==> src/rtl/core/avfp_pkg.sv <==
// Shared types and constants of the Avro float array field parser.
// Used by the decoder, the output stage, the top level and the checker.
`default_nettype none

package avfp_pkg;

	// Result kinds.
	typedef enum logic [2:0] {
		KIND_ELEM    = 3'd0,
		KIND_MISSING = 3'd1,
		KIND_END     = 3'd2,
		KIND_NULL    = 3'd3,
		KIND_ERROR   = 3'd4
	} kind_t;

	// Parsing position within the field.
	typedef enum logic [2:0] {
		PH_IDLE  = 3'd0,
		PH_COUNT = 3'd1,
		PH_SIZE  = 3'd2,
		PH_ETAG  = 3'd3,
		PH_EDATA = 3'd4
	} phase_t;

	// Configuration register indexes.
	localparam int unsigned CfgIdxW = 2;
	localparam logic [CfgIdxW-1:0] CFG_FIELD_OPTIONAL    = 2'd0;
	localparam logic [CfgIdxW-1:0] CFG_ELEMENT_OPTIONAL  = 2'd1;
	localparam logic [CfgIdxW-1:0] CFG_ELEMENT_IS_DOUBLE = 2'd2;

	// Union tag values.
	localparam logic [7:0] TAG_NULL    = 8'd0;
	localparam logic [7:0] TAG_PRESENT = 8'd2;

	// Varint and element lengths in bytes.
	localparam logic [3:0] VarintMaxBytes = 4'd10;
	localparam logic [3:0] FloatBytes     = 4'd4;
	localparam logic [3:0] DoubleBytes    = 4'd8;

	typedef struct packed {
		logic field_optional;
		logic element_optional;
		logic element_is_double;
	} cfg_t;

	typedef struct packed {
		phase_t      phase;
		logic [63:0] varint_acc;
		logic [3:0]  varint_bytes;
		logic [63:0] elements_left;
		logic [2:0]  byte_pos;
		logic [63:0] element_bits;
	} parse_state_t;

	typedef struct packed {
		logic        valid;
		kind_t       kind;
		logic [63:0] value;
	} result_t;

endpackage

`default_nettype wire

==> src/rtl/core/avro_float_array_field_parser_core.sv <==
// Avro float/double array field parser, top level.
// Holds the input register and the configuration registers; uses avfp_pkg,
// avfp_decode and avfp_out_stage.
//
// Usage:
//   Bytes of one encoded array field enter on in_valid/in_stall/in_byte, one
//   byte per item. Results leave on out_valid/out_stall with kind and
//   value_bits; a byte yields zero or one result.
//   The user writes the three configuration registers (cfg_we, cfg_index, cfg_data)
//   only while no item is in flight; the block does not enforce it. Index 3 is ignored.
// Flow:
//   A byte accepted into the input register is decoded from it; the decoder
//   state and the result register both take it when it moves on, and the
//   result is shown from the result register. One byte per cycle is sustained
//   while the output is not stalled, as the decoder state updates once per byte.
// Reset:
//   arst_n clears the parsing state, the configuration and both valid bits.
// Stall:
//   While a result is stalled, the input register still takes a byte if it is
//   empty; a held byte then waits, and in_stall rises until the result leaves.
`default_nettype none

module avro_float_array_field_parser_core
	import avfp_pkg::*;
(
	input  wire logic               clk,
	input  wire logic               arst_n,
	input  wire logic               in_valid,
	output logic                    in_stall,
	input  wire logic [7:0]         in_byte,
	output logic                    out_valid,
	input  wire logic               out_stall,
	output logic [2:0]              kind,
	output logic [63:0]             value_bits,
	input  wire logic               cfg_we,
	input  wire logic [CfgIdxW-1:0] cfg_index,
	input  wire logic [0:0]         cfg_data
);

	cfg_t       cfg_q;
	logic       valid_s1;
	logic [7:0] byte_s1;
	logic       advance;
	logic       fire;
	result_t    res;

	// Configuration registers.
	always_ff @(posedge clk or negedge arst_n) begin
		if (!arst_n) begin
			cfg_q <= '0;
		end else if (cfg_we) begin
			unique case (cfg_index)
				CFG_FIELD_OPTIONAL:    cfg_q.field_optional    <= cfg_data[0];
				CFG_ELEMENT_OPTIONAL:  cfg_q.element_optional  <= cfg_data[0];
				CFG_ELEMENT_IS_DOUBLE: cfg_q.element_is_double <= cfg_data[0];
				default: ;
			endcase
		end
	end

	// Input register: it stalls only when holding a byte that cannot move on.
	assign fire     = valid_s1 && advance;
	assign in_stall = valid_s1 && !advance;

	always_ff @(posedge clk or negedge arst_n) begin
		if (!arst_n) begin
			valid_s1 <= 1'b0;
		end else if (!in_stall) begin
			valid_s1 <= in_valid;
		end
	end

	always_ff @(posedge clk) begin
		if (in_valid && !in_stall) begin
			byte_s1 <= in_byte;
		end
	end

	avfp_decode u_decode (
		.clk    (clk),
		.arst_n (arst_n),
		.fire   (fire),
		.data   (byte_s1),
		.cfg    (cfg_q),
		.res    (res)
	);

	avfp_out_stage u_out (
		.clk        (clk),
		.arst_n     (arst_n),
		.fire       (fire),
		.res        (res),
		.advance    (advance),
		.out_valid  (out_valid),
		.out_stall  (out_stall),
		.kind       (kind),
		.value_bits (value_bits)
	);

endmodule

`default_nettype wire

==> src/rtl/core/avfp_decode.sv <==
// Byte decoder of the parser: holds the parsing state and turns one byte into
// at most one result. Depends on avfp_pkg for the state, config and result types.
`default_nettype none

module avfp_decode
	import avfp_pkg::*;
(
	input  wire logic        clk,
	input  wire logic        arst_n,
	input  wire logic        fire,
	input  wire logic [7:0]  data,
	input  wire cfg_t        cfg,
	output result_t          res
);

	parse_state_t st_q;
	parse_state_t st_nxt;

	logic [63:0] varint_or;
	logic [3:0]  bytes_inc;
	logic        v_done;
	logic        v_ovf;
	logic        do_count;
	logic [63:0] elem_or;
	logic [3:0]  pos_inc;
	logic [3:0]  elem_len;
	logic [6:0]  vshift;

	// Shared varint and element byte arithmetic.
	always_comb begin
		vshift    = 7'(st_q.varint_bytes) * 7'd7;
		varint_or = st_q.varint_acc | ({56'd0, 1'b0, data[6:0]} << vshift);
		bytes_inc = st_q.varint_bytes + 4'd1;
		v_done    = !data[7];
		v_ovf     = data[7] && (bytes_inc >= VarintMaxBytes);
		elem_or   = st_q.element_bits | ({56'd0, data} << {st_q.byte_pos, 3'b000});
		pos_inc   = {1'b0, st_q.byte_pos} + 4'd1;
		elem_len  = cfg.element_is_double ? DoubleBytes : FloatBytes;
	end

	// Next state and result for the byte in hand.
	always_comb begin
		st_nxt   = st_q;
		res      = '0;
		do_count = 1'b0;
		unique case (st_q.phase)
			PH_IDLE: begin
				if (!cfg.field_optional) begin
					do_count = 1'b1;
				end else if (data == TAG_NULL) begin
					res = '{valid: 1'b1, kind: KIND_NULL, value: 64'd0};
				end else if (data == TAG_PRESENT) begin
					st_nxt.phase = PH_COUNT;
				end else begin
					st_nxt = '0;
					res    = '{valid: 1'b1, kind: KIND_ERROR, value: 64'd0};
				end
			end
			PH_COUNT: begin
				do_count = 1'b1;
			end
			PH_SIZE: begin
				if (v_ovf) begin
					st_nxt = '0;
					res    = '{valid: 1'b1, kind: KIND_ERROR, value: 64'd0};
				end else if (!v_done) begin
					st_nxt.varint_acc   = varint_or;
					st_nxt.varint_bytes = bytes_inc;
				end else begin
					st_nxt.varint_acc   = 64'd0;
					st_nxt.varint_bytes = 4'd0;
					st_nxt.byte_pos     = 3'd0;
					st_nxt.element_bits = 64'd0;
					st_nxt.phase        = cfg.element_optional ? PH_ETAG : PH_EDATA;
				end
			end
			PH_ETAG: begin
				if (data == TAG_NULL) begin
					res = '{valid: 1'b1, kind: KIND_MISSING, value: 64'd0};
					st_nxt.elements_left = st_q.elements_left - 64'd1;
					if (st_q.elements_left == 64'd1) begin
						st_nxt.phase = PH_COUNT;
					end else begin
						st_nxt.byte_pos     = 3'd0;
						st_nxt.element_bits = 64'd0;
						st_nxt.phase        = cfg.element_optional ? PH_ETAG : PH_EDATA;
					end
				end else if (data == TAG_PRESENT) begin
					st_nxt.phase = PH_EDATA;
				end else begin
					st_nxt = '0;
					res    = '{valid: 1'b1, kind: KIND_ERROR, value: 64'd0};
				end
			end
			PH_EDATA: begin
				st_nxt.element_bits = elem_or;
				if (pos_inc >= elem_len) begin
					res = '{valid: 1'b1, kind: KIND_ELEM, value: elem_or};
					st_nxt.elements_left = st_q.elements_left - 64'd1;
					if (st_q.elements_left == 64'd1) begin
						st_nxt.phase = PH_COUNT;
					end else begin
						st_nxt.byte_pos     = 3'd0;
						st_nxt.element_bits = 64'd0;
						st_nxt.phase        = cfg.element_optional ? PH_ETAG : PH_EDATA;
					end
				end else begin
					st_nxt.byte_pos = pos_inc[2:0];
				end
			end
			default: begin
				st_nxt = '0;
				res    = '{valid: 1'b1, kind: KIND_ERROR, value: 64'd0};
			end
		endcase

		// Block count varint, entered from idle without a field tag or from the count phase.
		if (do_count) begin
			if (v_ovf) begin
				st_nxt = '0;
				res    = '{valid: 1'b1, kind: KIND_ERROR, value: 64'd0};
			end else if (!v_done) begin
				st_nxt.phase        = PH_COUNT;
				st_nxt.varint_acc   = varint_or;
				st_nxt.varint_bytes = bytes_inc;
			end else begin
				st_nxt.varint_acc   = 64'd0;
				st_nxt.varint_bytes = 4'd0;
				if (!varint_or[0]) begin
					if (varint_or[63:1] == 63'd0) begin
						st_nxt = '0;
						res    = '{valid: 1'b1, kind: KIND_END, value: 64'd0};
					end else begin
						st_nxt.elements_left = {1'b0, varint_or[63:1]};
						st_nxt.byte_pos      = 3'd0;
						st_nxt.element_bits  = 64'd0;
						st_nxt.phase = cfg.element_optional ? PH_ETAG : PH_EDATA;
					end
				end else begin
					// A negative count: take its magnitude and skip the byte size.
					st_nxt.elements_left = {1'b0, varint_or[63:1]} + 64'd1;
					st_nxt.phase         = PH_SIZE;
				end
			end
		end
	end

	// State register, updated only when a byte is consumed.
	always_ff @(posedge clk or negedge arst_n) begin
		if (!arst_n) begin
			st_q <= '0;
		end else if (fire) begin
			st_q <= st_nxt;
		end
	end

endmodule

`default_nettype wire

==> src/rtl/core/avfp_out_stage.sv <==
// Result register of the parser with its valid/stall handshake.
// Depends on avfp_pkg for the result type.
`default_nettype none

module avfp_out_stage
	import avfp_pkg::*;
(
	input  wire logic        clk,
	input  wire logic        arst_n,
	input  wire logic        fire,
	input  wire result_t     res,
	output logic             advance,
	output logic             out_valid,
	input  wire logic        out_stall,
	output logic [2:0]       kind,
	output logic [63:0]      value_bits
);

	logic        valid_q;
	kind_t       kind_q;
	logic [63:0] value_q;

	// The register may take a new item when empty or when its item leaves now.
	assign advance = !valid_q || !out_stall;

	always_ff @(posedge clk or negedge arst_n) begin
		if (!arst_n) begin
			valid_q <= 1'b0;
		end else if (advance) begin
			valid_q <= fire && res.valid;
		end
	end

	// Payload holds while stalled.
	always_ff @(posedge clk) begin
		if (advance && fire && res.valid) begin
			kind_q  <= res.kind;
			value_q <= res.value;
		end
	end

	assign out_valid  = valid_q;
	assign kind       = kind_q;
	assign value_bits = value_q;

endmodule

`default_nettype wire

==> config.mk <==
export PLATFORM = sky130hd
export DESIGN_NAME = avro_float_array_field_parser_core
export DESIGN_NICKNAME = d
export VERILOG_FILES = /design/src/rtl/core/avfp_pkg.sv /design/src/rtl/core/avro_float_array_field_parser_core.sv /design/src/rtl/core/avfp_decode.sv /design/src/rtl/core/avfp_out_stage.sv
export SDC_FILE = /design/constraint.sdc
export NUM_CORES = 1
export LEC_CHECK = 0
export ABC_AREA = 1
export BUFFER_PORTS_ARGS = -buffer_cell sky130_fd_sc_hd__buf_2
export CAP_MARGIN = 10
export CORE_UTILIZATION = 30
export CTS_CLUSTER_SIZE = 16
export DETAILED_ROUTE_END_ITERATION = 10
export MAX_ROUTING_LAYER = met4
export PLACE_DENSITY = 0.47
export SYNTH_ARGS = -nofsm -noshare
export SYNTH_HDL_FRONTEND = slang
export SYNTH_SLANG_ARGS = --single-unit
==> constraint.sdc <==
create_clock -name clk -period 3.6 [get_ports clk]
set_input_delay 0.18 -clock clk [delete_from_list [all_inputs] [get_ports clk]]
set_output_delay 0.18 -clock clk [all_outputs]
set_load 0.03 [all_outputs]
; ---- Word-level counts from Yosys, hierarchy flattened
; Index checks and enable logic that the tools add are counted.
; Widths: inputs -> output; s select.
[word_totals]
register_bits = 282
out_inout_bits = 69
word_cells = 111
[classes]
n_addsub = 4
multipliers = 1
magnitude_cmp = 2
n_eq_ne = 15
shifts = 2
muxes = 49
n_bitwise = 2
reduce_logical = 22
[ops]
columns = operator, count
row1 = $mux 68, 13
row2 = $mux 202, 4
row3 = $pmux 131 s5, 1
row4 = $pmux 68 s5, 1
row5 = $mux 67, 5
row6 = $pmux 68 s4, 1
row7 = $mux 131, 2
row8 = $mux 64, 4
row9 = $mux 199, 1
row10 = $mux 71, 2
row11 = $mux 130, 1
row12 = $or 64x64->64, 2
row13 = $add 63x1->64 const B, 1
row14 = $eq 64x1->1 const B, 1
row15 = $shl 7x7->64, 1
row16 = $shl 8x6->64, 1
row17 = $sub 64x1->64 const B, 1
row18 = $logic_not 63->1, 1
row19 = $mux 3, 9
row20 = $pmux 3 s5, 1
row21 = $ne 3x2->1 const B, 3
row22 = $eq 8x2->1 const B, 1
row23 = $logic_not 8->1, 1
row24 = $logic_and 1x1->1, 7
row25 = other kinds (24), 32

; ---- Depth between registers and ports, before layout
; Gate-level depths: netlist (run 1).
[depth]
depth_word = 11
ltp_mapped = 17

; ---- Hierarchy
; A second synthesis (run 1) with hierarchy kept.
[hier_totals]
cells_unflattened = 2796
area_unflattened_um2 = 19100.8
[by_module_without_submodules]
columns = module, n_inst, cells_each, area_per_inst_um2
row1 = avfp_decode, 1, 2688, 16602.2
row2 = avfp_out_stage, 1, 73, 2060.7
row3 = avro_float_array_field_parser_core, 1, 35, 437.9

; ---- Worst setup path after synthesis (run 1)
; OpenSTA, ideal clock, no wires.
[synth_timing]
kind = register -> register
startpoint = reg u_decode.st_q[134] (netlist bit)
endpoint = reg u_out.kind_q[0] (netlist: u_out.kind[0]), enable pin
setup_time_ps = 421
arrival_ps = 3125
required_ps = 3179
slack_ps = 54
path_stages_with_launch = 17
path_buffers = 1
path_cell_list = dfrtp_1 -> inv_4 -> nand2_8 -> buf_12 -> o21bai_4 -> inv_1 -> ha_1 -> inv_1 -> nor2_1 -> nand2_1 -> nor2_1 -> nand2_1 -> nor2_1 -> nand4_1 -> nand3_1 -> nand2_1 -> inv_1
[synth_between]
elab_chain_len = 11
elab_cells_between_ends = 15
cone_classes = 1 x add/sub / 1 x mul / 1 x order compare / 1 x shift / 7 x mux / 1 x bitwise / 3 x reduce/logical
[synth_rtl]
columns = element, line
row1 = from (decl), avfp_decode.sv:16  ; parse_state_t st_q;
row2 = from (signal assigned), avfp_decode.sv:153  ; st_q <= st_nxt;
row3 = "parallel branches: the longest is 9 deep, another holds $mul 4x3->7", n/a
row4 = $mux 68 (*), avfp_decode.sv:118  ; if (do_count) begin
row5 = $logic_and 1x1->1 (*), avfp_out_stage.sv:36  ; if (advance && fire && res.valid) begin
row6 = to (signal assigned), avfp_out_stage.sv:37  ; kind_q <= res.kind;
row7 = to (decl), avfp_out_stage.sv:20  ; kind_t kind_q;
; Mark *: on every way between the ends.
; A chain may end at the register's enable or synchronous reset.

; ---- Worst setup path in the final report (run 1)
[layout_timing]
startpoint = reg byte_s1[4]
endpoint = reg u_out.value_q[60] (netlist: u_out.value_bits[60]), enable pin
[layout_between]
elab_chain_len = 11
elab_cells_between_ends = 16
cone_classes = 1 x eq/ne / 1 x shift / 10 x mux / 1 x bitwise / 3 x reduce/logical
[layout_rtl]
columns = element, line
row1 = from (decl), avro_float_array_field_parser_core.sv:42  ; logic [7:0] byte_s1;
row2 = from (signal assigned), avro_float_array_field_parser_core.sv:75  ; byte_s1 <= in_byte;
row3 = "parallel branches: the longest is 9 deep, another holds $mux 68", n/a
row4 = $mux 68 (*), avfp_decode.sv:118
row5 = $logic_and 1x1->1 (*), avfp_out_stage.sv:36
row6 = to (signal assigned), avfp_out_stage.sv:38  ; value_q <= res.value;
row7 = to (decl), avfp_out_stage.sv:21  ; logic [63:0] value_q;
; Marks and branches as above.

==> out/qor.yml, run 1 <==
syn-instance-count: 2747
critical_path.reg2reg.startpoint: "byte_s1[4]$_DFFE_PP_"
grt_start_max_net_pins: 97
period_needed_ps: 3480
dr.first_iter.drc_count: 1647
worstPathCellList: "inv_1 -> nor3_2 -> nand2_1 -> o21ai_1 -> inv_1 -> nand3_1 -> nor2_1 -> nand4_1 -> nand3_1 -> nand2_1 -> inv_2 -> buf_12"
wirelength_met1_mm: 35.9
dieHeight_um: 253
met2WireLength_mm: 38.5
placedInstanceArea_um2: 20600
clk_path_buf_depth: 3
grtUsageTotal_pct: 26.0
grt_pass1_wl_mm: 120
critical_path_arrival_ps: 3790
synthesis_to_layout_area_growth_pct: 16.7
post-route-util_pct: 35.5
drcViolationCount: 0
total_leakage_power_nw: 9.46
core-area_um2: 61900
syn-cell-area_um2: 18900
finalCritPeriodShare_pct: 96.6
crit_fanout: 32
cp.buffers_inverters: 4
dp.cells: 3635
ys_dominant_reg_cell: "dfrtp_1"
setup_repair_after_global_routing_missed_its_margin: "false"
cts_made_buffers: 37
synth_edf_count: 75
synth_area_leaders: "dfrtp_1 27%, nand2_1 14%, edfxtp_1 12%"
grt_pass1_vias: 18424
cts_tree: "yes"
worst_clock_skew_ps: 31.2
worstSetupEndpointType: "register"
synthDistinctLibCells: 55
die_width_um: 253
timing.max_slew.rel_slack_pct: 27.5
insertion_delay_ps: 580
clock_tree.htree_level_count: 2
hold_viol_final: 0
synthesis.area_per_instance_um2: 6.86
crit_path_start: "byte_s1[4]$_DFFE_PP_"
vdd_ir_drop_max_mv: 0.522
finalSetupViolCount: 0
clk_pin_slew_ps: 60
synth.yosys.warnings: 0
total_routed_length_mm: 80.5
crit_path_start_kind: "register"
post_drt_via_cell_ratio: 5.12
reg2reg_slack_ps: 120
seq_area_frac_synth_pct: 39.4
max_cap_violations: 0
synthArstFlopShare_pct: 73.4
power.density_nw_per_um2: 690
dp_hpwl_mm: 60.5
wl_per_cell_um: 21.6
outcome: "completed"
grt_overflow: 0
worst_slew_pin_slew_ps: 1090
core.rowCount: 91
drt_pre_antenna_iters: 5
fmax_ghz: 0.287
design_area_um2: 22000
timing.hold.worst.class: "input pin to asynchronous set/reset pin"
worst-endpoint-required_ps: 3910
final-instance-count-excl-fill: 3720
critical_path.slowest_cell: "edfxtp_1"
cell_type_contributing_the_most_total_cell_area_after_synthesis: "dfrtp_1"
drive_gt1_share_pct: 11.3
io_pins: 85
final_wtd_congestion: 1.03
synth.ff_latch_count: 282
tns_ps: 0
yosysTopAreaCellShare_pct: 27.5
path_delay_family: "simple AND/OR/NAND/NOR gates"
via_count: 19052
initial_utilization_pct: 30.4
place.port_buffers: 84
antenna_violations_before_repair: 0
detailroute.wirelength.met3_mm: 3.74
clockRootBuffer: "clkbuf_16"
cts.sinks: 282
fin_nets: 2880
synth_nets: 2773
cp_slowest_stage_delay_ps: 580
placement.setup.worst_slack_ps: -333
fp.dieArea_um2: 63900
insertedDiodeCount: 0
postRouteAntennaNets: 0
timing_worst_setup_path_type: "register to register"
post-route-worst-setup-slack_ps: 121
finalMaxSlewViolations: 0
top_signal_layer_used: "met4"
==> routing by layer <==
| metal | track usage, % | vias up |
|---|---|---|
| met3 | 2.92 | 110 |
| met1 | 33.8 | 9229 |
| met2 | 42.6 | 552 |
| li1 | - | 9161 |
| met4 | 7.24 | 0 |
| met5 | - | - |
==> area by class of cell <==
class / count / area [um2]
multi-input cells: 2014 / 9680
inverters: 332 / 1250
fillers: 6723 / 39900
flip-flops and latches: 282 / 7430
clock buffers: 57 / 1090
well taps: 837 / 1050
repair buffers: 187 / 1370
clock inverters: 11 / 138
==> worst reg2reg max path, delay by kind of cell, from the launching register on <==
kind	cells	cell delay [ps]
DFF	1	580
and+or+nand+nor	7	1100
AOI/OAI and AO/OA	1	550
buffers and inverters	4	960
==> Yosys cell counts, types with 23 or more instances <==
cell      number
a21oi_1      219
a31oi_1       32
buf_2         36
clkbuf_1      65
dfrtp_1      207
edfxtp_1      75
inv_1        317
nand2_1      700
nand3_1      176
nand4_1       56
nor2_1       394
nor3_1        48
o21ai_0      176
o21ai_1       36
xor2_1        23
==> layout by cell type (no fill, tap or decap), types with 15 or more instances in the layout <==
cell and n:
inv_2 15, nand3_1 176, dfrtp_1 207, clkbuf_16 38, buf_2 83, nor2_1 393
a21oi_1 219, o21bai_2 20, nor3_1 47, nand4_1 56, o21ai_0 175, edfxtp_1 75
dlygate4sd3_1 17, inv_1 315, a31oi_1 32, xor2_1 23, buf_4 76, o21ai_1 37
nand2_1 697
==> sequential cells by signal, indices dropped and copies added (netlist names) <==
signal and count:
u_out.value_bits 64, byte_s1 8, cfg_q 3, u_out.out_valid 1, u_out.kind 3, valid_s1 1, u_decode.st_q 202
==> metrics by stage <==
stage / power (mW) / hold slack, ps
global route: 16.1 / 308
global placement: 11.3 / 317
CTS: 15.3 / 284
finish: 15.2 / 255
floorplan: 8.95 / -116
detailed placement: 11.3 / 311
==> final timing paths <==
kind,to,cells past startpoint
hold reg to reg,u_decode.st_q[63]$_DFFE_PN0P_,2
setup reg to reg,u_out.value_bits[60]$_DFFE_PP_,12
setup / recovery,u_out.value_bits[60]$_DFFE_PP_,12
min in group clk,byte_s1[4]$_DFFE_PP_,2
hold / removal,u_decode.st_q[40]$_DFFE_PN0P_,2
max in group asynchronous,u_decode.st_q[172]$_DFFE_PN0P_,3
==> cell families after synthesis <==
logic type               synth area share (%)
XOR/XNOR                                 1.25
flip-flops                               39.4
buffers and inverters                    9.53
adder cells (fa/ha/maj)                 0.663
AND/OR/NAND/NOR                          32.4
AO/OA/AOI/OAI                            16.8
==> what timing repair did <==
item                       4_1_cts  5_1_grt
hold endpoints to repair       106        0
gates resized for setup          2        0
setup endpoints to repair       77        0
hold buffers                    17        0
setup buffers                    0        0
==> power breakdown <==
part	internal (mW)	switching, mW	total, mW
Clock	2.25	1.58	3.83
Combinational	1.84	4.92	6.76
Sequential	4.02	0.573	4.59
Note: power is estimated with default switching activity, not from simulation.
==> inputs of run 2 (changes only) <==
--- a/config.mk
+++ b/config.mk
@@ -9,10 +9,12 @@
 export BUFFER_PORTS_ARGS = -buffer_cell sky130_fd_sc_hd__buf_2
 export CAP_MARGIN = 10
 export CORE_UTILIZATION = 30
+export CTS_CLUSTER_DIAMETER = 100
 export CTS_CLUSTER_SIZE = 16
 export DETAILED_ROUTE_END_ITERATION = 10
 export MAX_ROUTING_LAYER = met4
 export PLACE_DENSITY = 0.47
 export SYNTH_ARGS = -nofsm -noshare
 export SYNTH_HDL_FRONTEND = slang
+export SYNTH_HIERARCHICAL = 1
 export SYNTH_SLANG_ARGS = --single-unit
==> run 2 against run 1 <==
  * Clock-buffer cell count down 23
  * Cell area rose by 0.39%
  * Sequential share of layout area shrank 0.13 points
  * Sequential cell count stayed put
  * Worst hold slack worse by 73 ps
  * Non-clock buffer count increased by 53
  * Highest routed layer unchanged
==> out/qor.yml, run 2 <==
outcome: "completed"
yosysTopAreaCellShare_pct: 27.1  # -0.35 points
regArea_um2: 7430  # unchanged
synthDistinctLibCells: 58  # +5.5%
wl_per_cell_um: 22.3  # +3.1%
io_pins: 85  # unchanged
mostFrequentLayoutCells: "781 x nand2_1, 417 x nor2_1, 267 x inv_1"
cp_slowest_stage_delay_ps: 670  # +90 ps
core-area_um2: 63000  # +1.7%
synthesis_to_layout_area_growth_pct: 15.7
grt_pass1_vias: 19075  # +3.5%
timing.max_slew.rel_slack_pct: 43.2  # +16 points
dr.first_iter.drc_count: 1726  # +4.8%
finalCritPeriodShare_pct: 93.8  # -2.8 points
critical_path_arrival_ps: 3640  # -150 ps
top_signal_layer_used: "met4"
grt_start_max_net_pins: 84  # -13%
crit_path_frequent_cell: "nand2_1"
swShare_pct: 49.8  # +3.3 points
finalMaxSlewViolations: 0  # unchanged
synthArstFlopShare_pct: 73.4  # unchanged
total_power_consumption_mw: 15.2  # +0.38%
sequential_cell_fraction_of_total_power_pct: 31.2  # +1.0 points
total_leakage_power_nw: 9.78  # +3.4%
dieHeight_um: 254  # +0.64%
die_width_um: 254  # +0.64%
syn-instance-count: 2796  # +1.8%
cp.buffers_inverters: 3  # -1
fin_nets: 2974  # +3.3%
cts_tree: "yes"
worstSetupEndpointType: "register"
via_count: 19915  # +4.5%
postRouteAntennaNets: 0  # unchanged
power.net_switching_mw: 7.59  # +7.4%
path_delay_family: "simple AND/OR/NAND/NOR gates"
place.port_buffers: 84  # unchanged
placedInstanceArea_um2: 21100  # +2.6%
finalSetupViolCount: 0  # unchanged
drt_pre_antenna_iters: 6  # +1
initial_utilization_pct: 30.3  # -0.11 points
synthesis.area_per_instance_um2: 6.83  # -0.49%
clk_pin_slew_ps: 80  # +20 ps
post-synth-top-count-cell: "nand2_1"
intPower_mw: 7.65  # -5.7%
grt_overflow: 0  # unchanged
cts_made_buffers: 24  # -35%
yosys-top-cells-count: "782 x nand2_1, 417 x nor2_1, 269 x inv_1"
grtUsageTotal_pct: 27.0  # +0.98 points
max_cap_violations: 0  # unchanged
drive_gt1_share_pct: 13.9  # +2.5 points
drcViolationCount: 0  # unchanged
insertedDiodeCount: 0  # unchanged
crit_fanout: 42  # +31%
clock_tree.htree_level_count: 1  # -1
cts.sinks: 282  # unchanged
synth_edf_count: 75  # unchanged
hold_viol_final: 0  # unchanged
seq_area_frac_synth_pct: 38.9  # -0.50 points
vdd_ir_drop_max_mv: 0.443  # -15%
detailroute.wirelength.met3_mm: 3.88  # +3.8%
cell_type_contributing_the_most_total_cell_area_after_synthesis: "dfrtp_1"
crit_path_start_kind: "register"
critical_path.slowest_cell: "dfrtp_1"
clk_path_buf_depth: 3  # unchanged
largest_register: "u_decode/st_q"
worstPathCellList: "buf_4 -> nor3_2 -> nand2_1 -> nand2_1 -> inv_1 -> nand4_1 -> nor2_1 -> nand2_1 -> nor2_1 -> nand3_2 -> o221ai_1 -> nand2_1 -> nor2_4 -> buf_12"
tns_ps: 0  # unchanged
timing.hold.worst.class: "input pin to asynchronous set/reset pin"
worst-endpoint-required_ps: 3870  # -40 ps
wirelength_met1_mm: 37.1  # +3.2%
period_needed_ps: 3380  # -101 ps
fillCellCount: 6872  # +2.2%
share_comb_of_total_power_pct: 50.9  # +6.4 points
met2WireLength_mm: 41.6  # +7.9%
commonest_non_fill_non_tap_cell_in_the_layout: "nand2_1"
synth_area_leaders: "dfrtp_1 27%, nand2_1 15%, edfxtp_1 12%"
grt_pass1_wl_mm: 126  # +4.7%
setup_repair_after_global_routing_missed_its_margin: "false"
fp.dieArea_um2: 64700  # +1.3%
cts.repair.resized: 0  # -2
largest_register_ff_count: 202  # unchanged
pwr-share-clk_pct: 17.9  # -7.3 points
antenna_violations_before_repair: 0  # unchanged
worst_clock_skew_ps: 22.6  # -8.54 ps
syn-cell-area_um2: 19100  # +1.3%
core.rowCount: 92  # +1.1%
clockRootBuffer: "clkbuf_16"
design_area_um2: 22100  # +0.39%
total_routed_length_mm: 85.0  # +5.6%
final_wtd_congestion: 1.00  # -2.7%
synth.yosys.warnings: 6  # +6
multi_input_gate_area_um2: 9940  # +2.7%
ys_dominant_reg_cell: "dfrtp_1"
insertion_delay_ps: 580  # about the same
power.density_nw_per_um2: 690  # about the same
timing_worst_setup_path_type: "register to register"
worst_slew_pin_slew_ps: 851  # -236 ps
dp_hpwl_mm: 64.8  # +7.0%
synth_nets: 2822  # +1.8%
synth.ff_latch_count: 282  # unchanged
post_drt_via_cell_ratio: 5.22  # +2.0%
fmax_ghz: 0.296  # +3.0%
post-route-util_pct: 35.1  # -0.44 points
run 2: cell count changes in the layout (fill, tap and decap cells not counted), moves of 14 or more:
cell and change:
clkbuf_16 -14, inv_1 -48, a21oi_1 +32, o21ai_1 -17, buf_4 +52, nor2_2 +24
nand2_1 +84, nand3_1 -40, o21ai_0 -88, inv_2 +19, nor2_1 +24
run 2: final cells by class:
cell class / count / share of cell area (%)
clock buffers: 34 / 2.89
clock inverters: 10 / 0.510
inverters: 308 / 5.29
multi-input cells: 2092 / 45.0
flip-flops and latches: 282 / 33.6
well taps: 846 / 4.79
repair buffers: 240 / 7.88
run 2: logic make-up after synthesis:
| kind of cell | synth area share (%) |
|---|---|
| compound gates | 14.9 |
| xor+xnor | 1.33 |
| fa+ha+maj | 0.655 |
| buf+inv | 9.12 |
| flops | 38.9 |
| simple gates | 35.1 |
run 2: power by group through the flow:
stage	registers (mW)	logic [mW]	clock network [mW]
after detailed placement	4.81	7.68	0
after global placement	4.80	7.65	0
after CTS	4.74	7.73	2.83
after floorplan	5.01	4.60	0
final	4.75	7.75	2.73
after global routing	4.85	8.45	2.92
run 2: path summary, 6_finish.rpt:
path                                                        to  cells after the start  slack (ps)                           start
worst min register to register    u_decode/st_q[5]$_DFFE_PN0P_                      2         510    u_decode/st_q[5]$_DFFE_PN0P_
worst max register to register  u_out/value_bits[51]$_DFFE_PP_                     14         220  u_decode/st_q[131]$_DFFE_PN0P_
worst min-delay path              u_decode/st_q[3]$_DFFE_PN0P_                      2         180                          arst_n
max in group asynchronous       u_decode/st_q[125]$_DFFE_PN0P_                      3        2410                          arst_n
min in group clk                          byte_s1[7]$_DFFE_PP_                      2         320                      in_byte[7]
worst max-delay path            u_out/value_bits[51]$_DFFE_PP_                     14         220  u_decode/st_q[131]$_DFFE_PN0P_
run 2: through the flow:
stage / setup slack (ps) / instances / hold slack, ps
after floorplan: 205 / 2796 / -116
after global placement: 179 / 3747 / 251
after detailed placement: 244 / 3747 / 255
after CTS: 216 / 3812 / 223
after global routing: 5.89 / 3812 / 215
final: 222 / 3812 / 181
run 2: repair_timing:
item,CTS,global route
setup buffers,0,0
endpoints found under the hold margin,93,0
hold buffers,21,0
run 2: per-layer routing:
layer	vias up	GRT usage, %
met4	0	7.18
li1	9391	-
met5	-	-
met3	103	2.38
met1	9806	34.6
met2	615	45.4
==> inputs of run 3 (changes only) <==
--- a/config.mk
+++ b/config.mk
@@ -14,6 +14,7 @@
 export DETAILED_ROUTE_END_ITERATION = 10
 export MAX_ROUTING_LAYER = met4
 export PLACE_DENSITY = 0.47
+export RECOVER_POWER = 50
 export SYNTH_ARGS = -nofsm -noshare
 export SYNTH_HDL_FRONTEND = slang
 export SYNTH_HIERARCHICAL = 1
==> run 3 against run 2 <==
  * The run now ends with design-rule violations, max-capacitance violations, max-slew violations left
  * Sequential share of layout area rose by 0.20 points
  * Wire length barely moved
  * Sequential power barely moved
  * Critical path type unchanged
  * Largest power group unchanged
==> out/qor.yml, run 3 (synthesized netlist as in run 2, its figures left out) <==
timing_worst_setup_path_type: "register to register"
clockRootBuffer: "clkbuf_16"
power.density_nw_per_um2: 690  # about the same
cts_tree: "yes"
grt_pass1_vias: 19075  # unchanged
fillCellCount: 6932  # +0.87%
outcome: "finished, violations left"
hold_viol_final: 0  # unchanged
largest_register: "u_decode/st_q"
insertion_delay_ps: 580  # about the same
total_power_consumption_mw: 15.2  # -0.57%
finalMaxSlewViolations: 83  # +83
crit_path_start: "u_decode/st_q[131]$_DFFE_PN0P_"
die_width_um: 254  # unchanged
dieHeight_um: 254  # unchanged
drt_pre_antenna_iters: 9  # +3
critical_path.slowest_cell: "dfrtp_1"
violated_checks: "design-rule violations, max-capacitance violations, max-slew violations"
sequential_cell_fraction_of_total_power_pct: 31.4  # +0.2 points
cp_slowest_stage_delay_ps: 680  # about the same
final-instance-count-excl-fill: 3812  # unchanged
synthesis_to_layout_area_growth_pct: 15.0
grtUsageTotal_pct: 27.0  # unchanged
intPower_mw: 7.58  # -0.95%
dp.cells: 3747  # unchanged
crit_path_start_kind: "register"
cts_made_buffers: 24  # unchanged
top_signal_layer_used: "met4"
vdd_ir_drop_max_mv: 0.446  # +0.71%
critical_path_arrival_ps: 3910  # +270 ps
fp.dieArea_um2: 64700  # unchanged
timing.max_slew.rel_slack_pct: -71.5  # -110 points
total_routed_length_mm: 85.0  # about the same
share_comb_of_total_power_pct: 50.6  # -0.3 points
core-area_um2: 63000  # unchanged
postRouteAntennaNets: 0  # unchanged
path_delay_family: "simple AND/OR/NAND/NOR gates"
final_wtd_congestion: 1.00  # unchanged
commonest_non_fill_non_tap_cell_in_the_layout: "nand2_1"
insertedDiodeCount: 0  # unchanged
clk_path_buf_depth: 3  # unchanged
largest_register_ff_count: 202  # unchanged
cts.sinks: 282  # unchanged
grt_pass1_wl_mm: 126  # unchanged
pwr-share-clk_pct: 18.0  # about the same
met2WireLength_mm: 41.5  # -0.11%
wirelength_met1_mm: 36.9  # -0.52%
drcViolationCount: 1  # +1
worst_clock_skew_ps: 23.8  # +1.18 ps
finalCritPeriodShare_pct: 95.0  # +1.2 points
post_drt_via_cell_ratio: 5.23  # +0.14%
max_cap_violations: 1  # +1
power.net_switching_mw: 7.57  # -0.19%
fin_nets: 2974  # unchanged
worstSetupEndpointType: "register"
worst-endpoint-required_ps: 4090  # +220 ps
detailroute.wirelength.met3_mm: 4.11  # +5.9%
mostFrequentLayoutCells: "782 x nand2_1, 417 x nor2_1, 268 x inv_1"
clock_tree.htree_level_count: 1  # unchanged
ff2ff_path_depth: 12  # -2
fmax_ghz: 0.292  # -1.2%
grt_overflow: 0  # unchanged
antenna_violations_before_repair: 0  # unchanged
dr.first_iter.drc_count: 1792  # +3.8%
reg2reg_slack_ps: 180  # -40 ps
cp.buffers_inverters: 1  # -2
crit-reg2reg-capture: "u_decode/st_q[127]$_DFFE_PN0P_"
grt_start_max_net_pins: 84  # unchanged
place.port_buffers: 84  # unchanged
clk_pin_slew_ps: 80  # about the same
finalSetupViolCount: 0  # unchanged
design_area_um2: 22000  # -0.59%
tns_ps: 0  # unchanged
worst_slew_pin_slew_ps: 2570  # +1720 ps
crit_fanout: 11  # -74%
critical_path.reg2reg.startpoint: "u_decode/st_q[131]$_DFFE_PN0P_"
total_leakage_power_nw: 9.55  # -2.3%
worstPathCellList: "nand2_4 -> nor2_2 -> inv_1 -> o21bai_1 -> nand2_1 -> nor3_2 -> nand3_1 -> nor2_1 -> nand3_1 -> nand2_1 -> nand4_1 -> a21oi_1"
via_count: 19942  # +0.14%
drive_gt1_share_pct: 11.2  # -2.6 points
setup.worst_path.end: "u_decode/st_q[127]$_DFFE_PN0P_"
timing.hold.worst.class: "input pin to register"
placedInstanceArea_um2: 21100  # unchanged
dp_hpwl_mm: 64.8  # unchanged
period_needed_ps: 3420  # +42.6 ps
swShare_pct: 50.0  # +0.19 points
initial_utilization_pct: 30.3  # unchanged
setup_repair_after_global_routing_missed_its_margin: "false"
io_pins: 85  # unchanged
core.rowCount: 92  # unchanged
wl_per_cell_um: 22.3  # about the same
worst-path-stages: 12  # -2
## run 3: how the worst min path moves through the flow
| stage | start | end | cells past startpoint |
|---|---|---|---|
| 2_1_floorplan | arst_n | cfg_q[0]$_DFFE_PN0P_ | 0 |
| 5_1_grt | in_byte[7] | byte_s1[7]$_DFFE_PP_ | 2 |
| 6_report | in_byte[7] | byte_s1[7]$_DFFE_PP_ | 2 |
| 3_5_place_dp | arst_n | u_decode/st_q[3]$_DFFE_PN0P_ | 1 |
| 3_3_place_gp | arst_n | u_decode/st_q[3]$_DFFE_PN0P_ | 1 |
| 4_1_cts | arst_n | u_decode/st_q[3]$_DFFE_PN0P_ | 2 |
## run 3: through the flow
stage          setup slack, ps  hold WS (ps)  utilization, %
3_5_place_dp               244           255            33.6
4_1_cts                    216           223            35.1
2_1_floorplan              205          -116               -
3_3_place_gp               179           251            33.6
5_1_grt                   5.89           291            34.9
6_report                   179           319            34.9
## run 3: cell type report
cell class	instances	area, um2	area share (%)
multi-input combinational	2092	9940	45.2
sequential	282	7430	33.8
timing repair buffer	240	1620	7.37
inverter	308	1170	5.33
tap	846	1060	4.82
clock buffer	34	638	2.91
clock inverter	10	113	0.513
## run 3: repair_timing
item / CTS / global route
gates resized for setup: 0 / 0
endpoints found under the hold margin: 93 / 0
buffers inserted: 0 / 0
hold buffers: 21 / 0
setup endpoints to repair: 0 / 0
## run 3: power by group through the flow
| stage | logic (mW) | clock network [mW] | registers [mW] |
|---|---|---|---|
| 3_5_place_dp | 7.68 | 0 | 4.81 |
| 5_1_grt | 8.37 | 2.92 | 4.86 |
| 3_3_place_gp | 7.65 | 0 | 4.80 |
| 4_1_cts | 7.73 | 2.83 | 4.74 |
| 2_1_floorplan | 4.60 | 0 | 5.01 |
| 6_report | 7.66 | 2.73 | 4.76 |
## run 3: layer usage
| metal | vias up | GRT usage (%) |
|---|---|---|
| li1 | 9399 | - |
| met5 | - | - |
| met4 | 0 | 7.18 |
| met1 | 9796 | 34.6 |
| met3 | 98 | 2.38 |
| met2 | 649 | 45.4 |
